### src/design/frlt_pkg.sv
// Shared types and constants for the frame reassembly loss tracker.
// Used by the top level, the tracking core and the port checker; no dependencies.
package frlt_pkg;

   // Field widths fixed by the packet header format.
   localparam int unsigned FNUM_W   = 8;
   localparam int unsigned FTYPE_W  = 8;
   localparam int unsigned PCOUNT_W = 7;
   localparam int unsigned PIDX_W   = 8;
   localparam int unsigned PLEN_W   = 11;
   localparam int unsigned STRIDE_W = 11;
   localparam int unsigned MASK_W   = 64;
   localparam int unsigned OFFS_W   = 19;
   localparam int unsigned LEN_W    = 17;
   localparam int unsigned CNT16_W  = 16;
   localparam int unsigned EV_W     = 3;

   // Reset value of the packet slot stride.
   localparam logic [STRIDE_W-1:0] STRIDE_RESET = 11'd1430;

   // Frame type code of an I-frame.
   localparam logic [FTYPE_W-1:0] FTYPE_IFRAME = 8'd1;

   // Item kinds.
   localparam logic FUNC_DATA  = 1'b0;
   localparam logic FUNC_QUERY = 1'b1;

   // Result event codes.
   localparam logic [EV_W-1:0] EV_DROP         = 3'd0;
   localparam logic [EV_W-1:0] EV_ACCEPT       = 3'd1;
   localparam logic [EV_W-1:0] EV_DONE         = 3'd2;
   localparam logic [EV_W-1:0] EV_QUERY_OTHER  = 3'd3;
   localparam logic [EV_W-1:0] EV_QUERY_NONE   = 3'd4;
   localparam logic [EV_W-1:0] EV_QUERY_MISSED = 3'd5;

   // One packet header or status query.
   typedef struct packed {
      logic                func;
      logic [FNUM_W-1:0]   frame_number;
      logic [FTYPE_W-1:0]  frame_type;
      logic [PCOUNT_W-1:0] packet_count;
      logic [PIDX_W-1:0]   packet_index;
      logic [PLEN_W-1:0]   payload_length;
   } req_type;

   // One result.
   typedef struct packed {
      logic [EV_W-1:0]     event_res;
      logic [FNUM_W-1:0]   current_frame;
      logic [MASK_W-1:0]   missing_mask;
      logic [PCOUNT_W-1:0] missing_count;
      logic [OFFS_W-1:0]   write_offset;
      logic [LEN_W-1:0]    frame_length;
      logic [FTYPE_W-1:0]  frame_kind;
      logic                deliver;
      logic [CNT16_W-1:0]  lost_frames;
      logic [CNT16_W-1:0]  good_frames;
   } rsp_type;

endpackage

### src/design/frlt_core.sv
// Frame tracking state and the combinational update for one item.
// Depends on frlt_pkg.
module frlt_core #(
   parameter int unsigned MAX_PACKETS = 64
) (
   input  logic                            clock,
   input  logic                            reset,
   input  logic                            step,
   input  frlt_pkg::req_type               item,
   input  logic [frlt_pkg::STRIDE_W-1:0]   stride,
   output frlt_pkg::rsp_type               result
);
   import frlt_pkg::*;

   localparam int unsigned CNT_W = $clog2(MAX_PACKETS + 1);
   localparam logic [CNT_W-1:0] MAX_CNT = CNT_W'(MAX_PACKETS);
   localparam logic [LEN_W-1:0] LEN_MAX = {LEN_W{1'b1}};

   // Tracking state.
   logic                   have_frame_ff,  have_frame_in;
   logic [FNUM_W-1:0]      cur_number_ff,  cur_number_in;
   logic [FTYPE_W-1:0]     cur_type_ff,    cur_type_in;
   logic [PCOUNT_W-1:0]    expected_ff,    expected_in;
   logic [PCOUNT_W-1:0]    received_ff,    received_in;
   logic [MAX_PACKETS-1:0] missing_ff,     missing_in;
   logic [CNT_W-1:0]       miss_cnt_ff,    miss_cnt_in;
   logic [LEN_W-1:0]       length_ff,      length_in;
   logic [FNUM_W-1:0]      prev_number_ff, prev_number_in;
   logic                   gop_ok_ff,      gop_ok_in;
   logic [CNT16_W-1:0]     lost_ff,        lost_in;
   logic [CNT16_W-1:0]     good_ff,        good_in;

   // Per-item helpers.
   logic [MAX_PACKETS-1:0] bit_sel;
   logic [MAX_PACKETS-1:0] new_mask;
   logic [CNT_W-1:0]       new_cnt;
   logic [MAX_PACKETS-1:0] base_bits;
   logic [CNT_W-1:0]       base_cnt;
   logic [PCOUNT_W-1:0]    base_recv;
   logic [LEN_W-1:0]       base_len;
   logic                   new_frame;
   logic                   accept;
   logic                   hit;
   logic [LEN_W:0]         len_sum;
   logic [OFFS_W-1:0]      offset;
   logic [FNUM_W:0]        prev_plus;
   logic                   is_iframe;
   logic [EV_W-1:0]        ev;
   logic                   dlv;

   // Bit of this packet and the fresh bitmap of a new frame.
   always_comb begin
      for (int i = 0; i < MAX_PACKETS; i++) begin
         bit_sel[i]  = (item.packet_index == PIDX_W'(i));
         new_mask[i] = (item.packet_count > PCOUNT_W'(i));
      end
      if (int'(item.packet_count) > MAX_PACKETS) begin
         new_cnt = MAX_CNT;
      end else begin
         new_cnt = CNT_W'(item.packet_count);
      end
   end

   // Buffer offset of the packet slot.
   assign offset = OFFS_W'(item.packet_index) * OFFS_W'(stride);

   // Next state and the result of this item.
   always_comb begin
      have_frame_in  = have_frame_ff;
      cur_number_in  = cur_number_ff;
      cur_type_in    = cur_type_ff;
      expected_in    = expected_ff;
      received_in    = received_ff;
      missing_in     = missing_ff;
      miss_cnt_in    = miss_cnt_ff;
      length_in      = length_ff;
      prev_number_in = prev_number_ff;
      gop_ok_in      = gop_ok_ff;
      lost_in        = lost_ff;
      good_in        = good_ff;
      ev             = EV_DROP;
      dlv            = 1'b0;

      new_frame = !have_frame_ff || (item.frame_number != cur_number_ff);
      base_bits = new_frame ? new_mask : missing_ff;
      base_cnt  = new_frame ? new_cnt : miss_cnt_ff;
      base_recv = new_frame ? '0 : received_ff;
      base_len  = new_frame ? '0 : length_ff;
      hit       = |(base_bits & bit_sel);
      accept    = new_frame || hit;
      len_sum   = {1'b0, base_len} + (LEN_W + 1)'(item.payload_length);
      is_iframe = 1'b0;
      prev_plus = {1'b0, prev_number_ff} + (FNUM_W + 1)'(1);

      if (item.func == FUNC_QUERY) begin
         // Status query: no state change.
         if (item.frame_number != cur_number_ff) begin
            ev = EV_QUERY_OTHER;
         end else if (|missing_ff) begin
            ev = EV_QUERY_MISSED;
         end else begin
            ev = EV_QUERY_NONE;
         end
      end else if (accept) begin
         if (new_frame) begin
            have_frame_in = 1'b1;
            cur_number_in = item.frame_number;
            cur_type_in   = item.frame_type;
            expected_in   = item.packet_count;
         end
         is_iframe   = (cur_type_in == FTYPE_IFRAME);
         missing_in  = base_bits & ~bit_sel;
         miss_cnt_in = base_cnt - CNT_W'(hit);
         received_in = base_recv + PCOUNT_W'(1);
         length_in   = len_sum[LEN_W] ? LEN_MAX : len_sum[LEN_W-1:0];
         ev          = EV_ACCEPT;

         // Completion: sequence check and I-frame gating.
         if (received_in == expected_in) begin
            ev = EV_DONE;
            if (prev_plus == {1'b0, cur_number_in}) begin
               if (is_iframe) begin
                  gop_ok_in = 1'b1;
               end
               good_in = good_ff + CNT16_W'(1);
            end else if (cur_number_in == '0 && prev_number_ff == '1) begin
               if (is_iframe) begin
                  gop_ok_in = 1'b1;
               end
            end else begin
               lost_in   = lost_ff + CNT16_W'(1);
               gop_ok_in = is_iframe;
            end
            dlv            = gop_ok_in;
            prev_number_in = cur_number_in;
         end
      end
   end

   // Result fields show the state after this item.
   always_comb begin
      result.event_res     = ev;
      result.current_frame = cur_number_in;
      result.missing_mask  = MASK_W'(missing_in);
      result.missing_count = PCOUNT_W'(miss_cnt_in);
      result.write_offset  = (ev == EV_ACCEPT || ev == EV_DONE) ? offset : '0;
      result.frame_length  = length_in;
      result.frame_kind    = cur_type_in;
      result.deliver       = dlv;
      result.lost_frames   = lost_in;
      result.good_frames   = good_in;
   end

   // State registers advance once per processed item.
   always_ff @(posedge clock) begin
      if (reset) begin
         have_frame_ff  <= 1'b0;
         cur_number_ff  <= '0;
         cur_type_ff    <= '0;
         expected_ff    <= '0;
         received_ff    <= '0;
         missing_ff     <= '0;
         miss_cnt_ff    <= '0;
         length_ff      <= '0;
         prev_number_ff <= '0;
         gop_ok_ff      <= 1'b0;
         lost_ff        <= '0;
         good_ff        <= '0;
      end else if (step) begin
         have_frame_ff  <= have_frame_in;
         cur_number_ff  <= cur_number_in;
         cur_type_ff    <= cur_type_in;
         expected_ff    <= expected_in;
         received_ff    <= received_in;
         missing_ff     <= missing_in;
         miss_cnt_ff    <= miss_cnt_in;
         length_ff      <= length_in;
         prev_number_ff <= prev_number_in;
         gop_ok_ff      <= gop_ok_in;
         lost_ff        <= lost_in;
         good_ff        <= good_in;
      end
   end

endmodule

### src/design/frame_reassembly_loss_tracker.sv
// Frame reassembly loss tracker: input register, tracking core, result register.
// A request fills the input register; its response is registered when the item advances.
// One request per cycle unless rsp_ready stalls; the core updates all state at each advance.
// The input register takes a new transfer while a finished response still waits.
// Synchronous active-high reset clears both valid flags, all tracking state,
// and sets the packet stride to 1430. Depends on frlt_pkg and frlt_core.
module frame_reassembly_loss_tracker #(
   parameter int unsigned MAX_PACKETS = 64
) (
   input  logic                            clock,
   input  logic                            reset,
   input  logic                            req_valid,
   output logic                            req_ready,
   input  frlt_pkg::req_type               req_data,
   output logic                            rsp_valid,
   input  logic                            rsp_ready,
   output frlt_pkg::rsp_type               rsp_data,
   input  logic                            csr_valid,
   output logic                            csr_ready,
   input  logic [frlt_pkg::STRIDE_W-1:0]   csr_data
);
   import frlt_pkg::*;

   logic                in_valid_ff, in_valid_in;
   req_type             in_data_ff;
   logic                out_valid_ff, out_valid_in;
   rsp_type             out_data_ff;
   logic [STRIDE_W-1:0] stride_ff;
   logic                advance;
   rsp_type             result;

   // The held item moves on when the result register is free or being drained.
   assign advance     = in_valid_ff && (!out_valid_ff || rsp_ready);
   assign req_ready   = !in_valid_ff || advance;
   assign in_valid_in = (req_valid && req_ready) || (in_valid_ff && !advance);
   assign out_valid_in = advance || (out_valid_ff && !rsp_ready);

   assign rsp_valid = out_valid_ff;
   assign rsp_data  = out_data_ff;
   assign csr_ready = 1'b1;

   frlt_core #(
      .MAX_PACKETS (MAX_PACKETS)
   ) u_core (
      .clock  (clock),
      .reset  (reset),
      .step   (advance),
      .item   (in_data_ff),
      .stride (stride_ff),
      .result (result)
   );

   // Control flags and the stride register.
   always_ff @(posedge clock) begin
      if (reset) begin
         in_valid_ff  <= 1'b0;
         out_valid_ff <= 1'b0;
         stride_ff    <= STRIDE_RESET;
      end else begin
         in_valid_ff  <= in_valid_in;
         out_valid_ff <= out_valid_in;
         if (csr_valid && csr_ready) begin
            stride_ff <= csr_data;
         end
      end
   end

   // Payload registers.
   always_ff @(posedge clock) begin
      if (req_valid && req_ready) begin
         in_data_ff <= req_data;
      end
      if (advance) begin
         out_data_ff <= result;
      end
   end

endmodule

### config.mk
export PLATFORM = sky130hd
export DESIGN_NAME = frame_reassembly_loss_tracker
export DESIGN_NICKNAME = d
export VERILOG_FILES = /design/src/design/frlt_pkg.sv /design/src/design/frlt_core.sv /design/src/design/frame_reassembly_loss_tracker.sv
export SDC_FILE = /design/constraint.sdc
export NUM_CORES = 1
export LEC_CHECK = 0
export ABC_CLOCK_PERIOD_IN_PS = 6800
export BUFFER_PORTS_ARGS = -buffer_cell sky130_fd_sc_hd__buf_2
export CAP_MARGIN = 5
export CORE_ASPECT_RATIO = 2
export CORE_MARGIN = 1.5
export CORE_UTILIZATION = 47
export CTS_BUF_LIST = sky130_fd_sc_hd__clkbuf_4 sky130_fd_sc_hd__clkbuf_8
export DETAILED_ROUTE_END_ITERATION = 12
export PLACE_DENSITY = 0.73
export SYNTH_ARGS = -nofsm -noshare
export SYNTH_HDL_FRONTEND = slang
export SYNTH_SLANG_ARGS = --single-unit
### constraint.sdc
create_clock -name clock -period 6.8 [get_ports clock]
set_input_delay 1.36 -clock clock [delete_from_list [all_inputs] [get_ports clock]]
set_output_delay 1.36 -clock clock [all_outputs]
set_load 0.005 [all_outputs]
# After elaboration in Yosys (flattened, before gate mapping)
# Cells that the tools add are included.
# word_totals
wordCells	246
input_bits	59
output_inout_bits	162
ff_bits	375
# op_classes
muxes	42
n_eq_ne	70
addsub	6
reduce_logical	25
n_lt_le_gt_ge	65
n_bitwise	6
mul	1
# op_table
op	n
$eq A8 B6 Y1 const B	32
$gt A7 B6 Y1 const B	32
$mux W64	3
$mux W16	9
$and A64 B64 Y64	2
$eq A8 B5 Y1 const B	16
$reduce_or A64 Y1	2
$gt A7 B5 Y1 const B	16
$mux W8	10
$mux W17	4
$eq A8 B4 Y1 const B	8
$not A64 Y64	1
$gt A7 B4 Y1 const B	8
$mux W7	8
$add A16 B1 Y16 const B	2
$eq A8 B3 Y1 const B	4
$gt A7 B3 Y1 const B	4
$mul A8 B11 Y19	1
$add A17 B11 Y18	1
$eq A8 B1 Y1 const B	2
$eq A8 B2 Y1 const B	2
$logic_not A8 Y1	2
$gt A7 B1 Y1 const B	2
$gt A7 B2 Y1 const B	2
20 further kinds	42

# Depth between registers and ports, before layout
# depth
ltp_word	15
depth_mapped	23
depth_no_buf	19

# Modules after synthesis
# From an unflattened synthesis, not the netlist that was laid out.
# unflattened
cells_unflattened	2483
hier_area_um2	22635.5
# modules_own_cells
mod	instances	area_each_um2	seq_area_each_um2	cells_per_inst
frlt_core	1	16072.9	3203.1	2234
frame_reassembly_loss_tracker	1	6562.5	6326.1	249

# Least setup slack after synthesis
# Ideal clock, no wire load.
# synth_timing
kind	input to register
start	input rsp_ready
end	register u_core.missing_ff[13]
stages	5
t_arrival_ns	6.807
n_path_buf	1
t_required_ns	6.701
path_slack_ns	-0.105
setup_ns	0.099
path_cell_list	nor2b_1 -> nor2b_1 -> clkbuf_1 -> o21ai_0 -> a211oi_1
# synth_via
elab_chain_len	2
# synth_lines
item	line_no	text
start, declared	frame_reassembly_loss_tracker.sv:16	input logic rsp_ready,
$logic_or A1 B1 Y1	frame_reassembly_loss_tracker.sv:33	assign advance = in_valid_ff && (!out_valid_ff || rsp_ready);
$logic_and A1 B1 Y1	frame_reassembly_loss_tracker.sv:33	
via advance	frame_reassembly_loss_tracker.sv:29	logic advance;
end signal, assigned	frlt_core.sv:175	missing_ff <= missing_in;
end, declared	frlt_core.sv:25	logic [MAX_PACKETS-1:0] missing_ff, missing_in;
# The timed path passes the listed nets, and every way through them passes these cells.
# A chain may end at the register's enable or synchronous reset.

==> results.py <==
metrics = {
    "timing": {
        "rsz0062_at_grt": "false",
        "hold_violations": 0,
        "skew_ps": 22.6,
        "fin_crit_ps": 5830,
        "fin_setup_tns_ps": 0,
        "period_share": 0.857,
        "relSlewSlack": 0.0821,
        "whs_ps": 474,
        "final.setup.worst_slack_ps": 971,
        "worstMarginPinSlew_ps": 1380,
        "setup_viol": 0,
        "slew_viol_final": 0,
        "max_freq_ghz": 0.172,
    },
    "logic_synthesis": {
        "synth_top_area_frac": 0.267,
        "synthFlopType": "edfxtp_1",
        "ys_warn_count": 0,
        "synth-edff-count": 202,
        "synthTopCellsByArea": "edfxtp_1, dfxtp_1, nand2_1",
        "ys_types": 94,
        "synth_nets": 2676,
        "ys_async_sr_fraction": 0,
        "synth.avg_cell_area_um2": 9.06,
        "ys_ff_latch": 375,
        "synth_area_leader_cell": "edfxtp_1",
        "syn-instance-count": 2506,
        "ys_seq_area_frac": 0.420,
        "syn_area_um2": 22700,
    },
    "critical_path": {
        "start_kind": "flip-flop",
        "r2r_cells": 15,
        "cp-end-kind": "flip-flop",
        "cp_common_cell": "ha_1",
        "cp-startpoint": "in_data_ff[22]",
        "cp_slowest_stage_delay_ps": 1100,
        "crit_path_end": "rsp_data[81]",
        "crit_path_top_delay_cell": "nor4_2",
        "reg2reg_from": "in_data_ff[22]",
        "arrival_ps": 6250,
        "reg2reg_slack_ps": 970,
        "cp_cell_sequence": "buf_12 > nor4_2 > a211oi_1 > a221oi_1 > o2111ai_1 > or4_1 > a211o_1 > nor4_4 > inv_2 > ha_1 > ha_1 > and3_1 > mux2i_1 > or3_1 > o2bb2ai_1",
        "cp.required_ps": 7220,
        "path_max_fanout": 30,
        "timing.rr.end": "rsp_data[81]",
        "worst-setup-path-type": "flip-flop to flip-flop",
    },
    "worst_hold_path": {
        "hold_path_class": "flip-flop to flip-flop",
    },
    "floorplanning": {
        "start_util": 0.476,
        "die-area_um2": 49700,
        "num_rows": 113,
        "dieHeight_um": 314,
        "fp.dieW_um": 158,
        "boundaryPins": 221,
        "coreArea_um2": 47600,
    },
    "detailed_routing": {
        "drc": 0,
        "vias_per_cell": 6.35,
        "ant_nets": 0,
        "first_pass_iters": 8,
        "routedWlPerCell_um": 27.5,
        "via_count": 21300,
        "routed_wl_um": 91900,
        "dr.first_iter.drc_count": 2017,
    },
    "clock_tree": {
        "cts_root_buf": "clkbuf_8",
        "path_clk_slew_ps": 70,
        "cts_buffers": 53,
        "postCtsSetupBuffers": 0,
        "clock_sinks": 375,
        "cts_tree": "yes",
        "cts_resized": 0,
        "clock_path_buffers": 3,
        "htree_levels": 2,
        "hold_buffers": 0,
        "clk_latency_ps": 690,
    },
    "final_layout": {
        "syn2layout_area_growth_pct": 13.6,
        "nets": 2834,
        "fillCellCount": 4356,
        "final_cell_area_um2": 25800,
        "fin_util": 0.541,
        "layout-drive-gt1-share": 0.159,
    },
    "pwr": {
        "ir_worst_vdd_mv": 0.189,
        "p_leak_nw": 9.92,
        "p_per_area_nw_per_um2": 240,
    },
    "grt": {
        "grt.overflow.total": 0,
        "grt_pass1_wl_um": 134000,
        "grt_start_max_net_pins": 84,
        "antenna_found_initial": 7,
        "grt_pass1_vias": 21300,
        "grt_usage": 0.372,
    },
    "place": {
        "hpwl_um": 65200,
        "place.gp.congestion": 1.07,
        "portBuffers": 219,
        "placed_area_um2": 24500,
        "pre_cts_slack_ps": 1100,
    },
    "run_status": {
        "status": "finished clean",
    },
    "job": {
        "drv_cap": 0,
    },
}
==> flip-flops by register name, indices dropped and copies added (netlist names), 11 cells and up <==
name	count
rsp_data	159
u_core.good_ff	16
u_core.length_ff	17
u_core.missing_ff	64
stride_ff	11
in_data_ff	43
u_core.lost_ff	16
==> worst min path at each step <==
stage	from	to	slack, ps	cells after the start
after floorplan	u_core.cur_type_ff[0]	u_core.cur_type_ff[0]	440	2
after global placement	u_core.expected_ff[1]	u_core.expected_ff[1]	460	2
after detailed placement	u_core.expected_ff[5]	u_core.expected_ff[5]	460	2
after CTS	u_core.expected_ff[3]	u_core.expected_ff[3]	470	2
after global routing	u_core.expected_ff[4]	u_core.expected_ff[4]	500	2
final	u_core.expected_ff[3]	u_core.expected_ff[3]	470	2
==> worst max-delay path, delay by kind of cell (launching register included) <==
| family | cells | cell delay, ps |
|---|---|---|
| AOI/OAI and AO/OA | 5 | 1610 |
| adders and majority gates | 2 | 480 |
| buffers and inverters | 2 | 380 |
| DFF | 1 | 560 |
| muxes | 1 | 140 |
| and+or+nand+nor | 5 | 2370 |
==> report_power, final <==
group | total, mW | switching, mW | internal (mW) | leakage, nW
logic | 1.46 | 0.894 | 0.565 | 5.97
registers | 2.67 | 0.127 | 2.54 | 3.32
clock network | 2.08 | 0.944 | 1.13 | 0.626
total | 6.20 | 1.97 | 4.23 | 9.92
==> layout by cell type, fill, tap and decap left out, types with 11 or more instances in the layout <==
cell type  instances
clkbuf_4          13
nand2_1          340
a211oi_1          49
ha_1              56
o31ai_1           19
a21oi_1          208
nand4_1           27
a311oi_1          14
a221oi_1          17
edfxtp_1         202
buf_4             69
a21o_1            17
and2_1           100
nor2_1           203
o21ai_1           21
mux2i_1           71
o21ai_0           83
or4_1             17
xor2_1            22
nand3_1           58
inv_1            106
buf_2            219
nor3_1            31
fa_1              55
a31oi_1           25
o211ai_1          20
clkbuf_8          58
nor4_1            30
clkinv_1          12
nand2b_1          12
or3_1             22
and3_1            35
xnor2_1           58
a22oi_1           16
nor3b_1           13
dfxtp_1          173
mux2_2            11
==> cell type report <==
cell class | instances | area [um^2] | area share
multi-input combinational | 1833 | 12100 | 0.470
sequential | 375 | 9530 | 0.369
timing repair buffer | 292 | 1690 | 0.0657
clock buffer | 71 | 896 | 0.0347
tap | 632 | 791 | 0.0307
inverter | 109 | 409 | 0.0159
clock inverter | 29 | 328 | 0.0127
antenna | 4 | 10.0 | 0.000388
==> Yosys cell counts, types with 19 or more instances <==
| cell type | number |
|---|---|
| xnor2_1 | 58 |
| o21ai_0 | 85 |
| and3_1 | 36 |
| o31ai_1 | 19 |
| clkbuf_1 | 134 |
| a21oi_1 | 210 |
| o211ai_1 | 20 |
| a31oi_1 | 25 |
| inv_1 | 106 |
| fa_1 | 55 |
| ha_1 | 56 |
| or3_1 | 22 |
| xor2_1 | 22 |
| and2_1 | 101 |
| a211oi_1 | 49 |
| nand2_1 | 340 |
| nor3_1 | 31 |
| edfxtp_1 | 202 |
| nor2_1 | 206 |
| o21ai_1 | 20 |
| buf_2 | 37 |
| nand3_1 | 59 |
| dfxtp_1 | 173 |
| nor4_1 | 30 |
| mux2i_1 | 71 |
| nand4_1 | 27 |
==> cells by family after synthesis <==
| kind of cell | after synthesis | synth area share |
|---|---|---|
| flip-flops | 375 | 0.420 |
| AO/OA/AOI/OAI | 600 | 0.171 |
| multiplexers | 83 | 0.0373 |
| XOR/XNOR | 80 | 0.0309 |
| buffers and inverters | 298 | 0.0517 |
| AND/OR/NAND/NOR | 958 | 0.210 |
| other | 1 | 0.000165 |
| adder cells (fa/ha/maj) | 111 | 0.0794 |
==> metal layers <==
metal  routed length, um  vias up  track usage
met2               44900     1187        0.627
met4               11200        0        0.377
li1                    -     9343            -
met3                7360      474        0.112
met1               28400    10300        0.342
met5                   0        -            0
==> metrics by stage <==
stage          total power, mW  std cells
5_1_grt                   6.47       3342
4_1_cts                   6.19       3339
3_3_place_gp              4.09       3238
3_5_place_dp              4.13       3239
6_report                  6.20       3345
2_1_floorplan             3.65       2506
No activity file was read; power rests on OpenSTA's default activity.
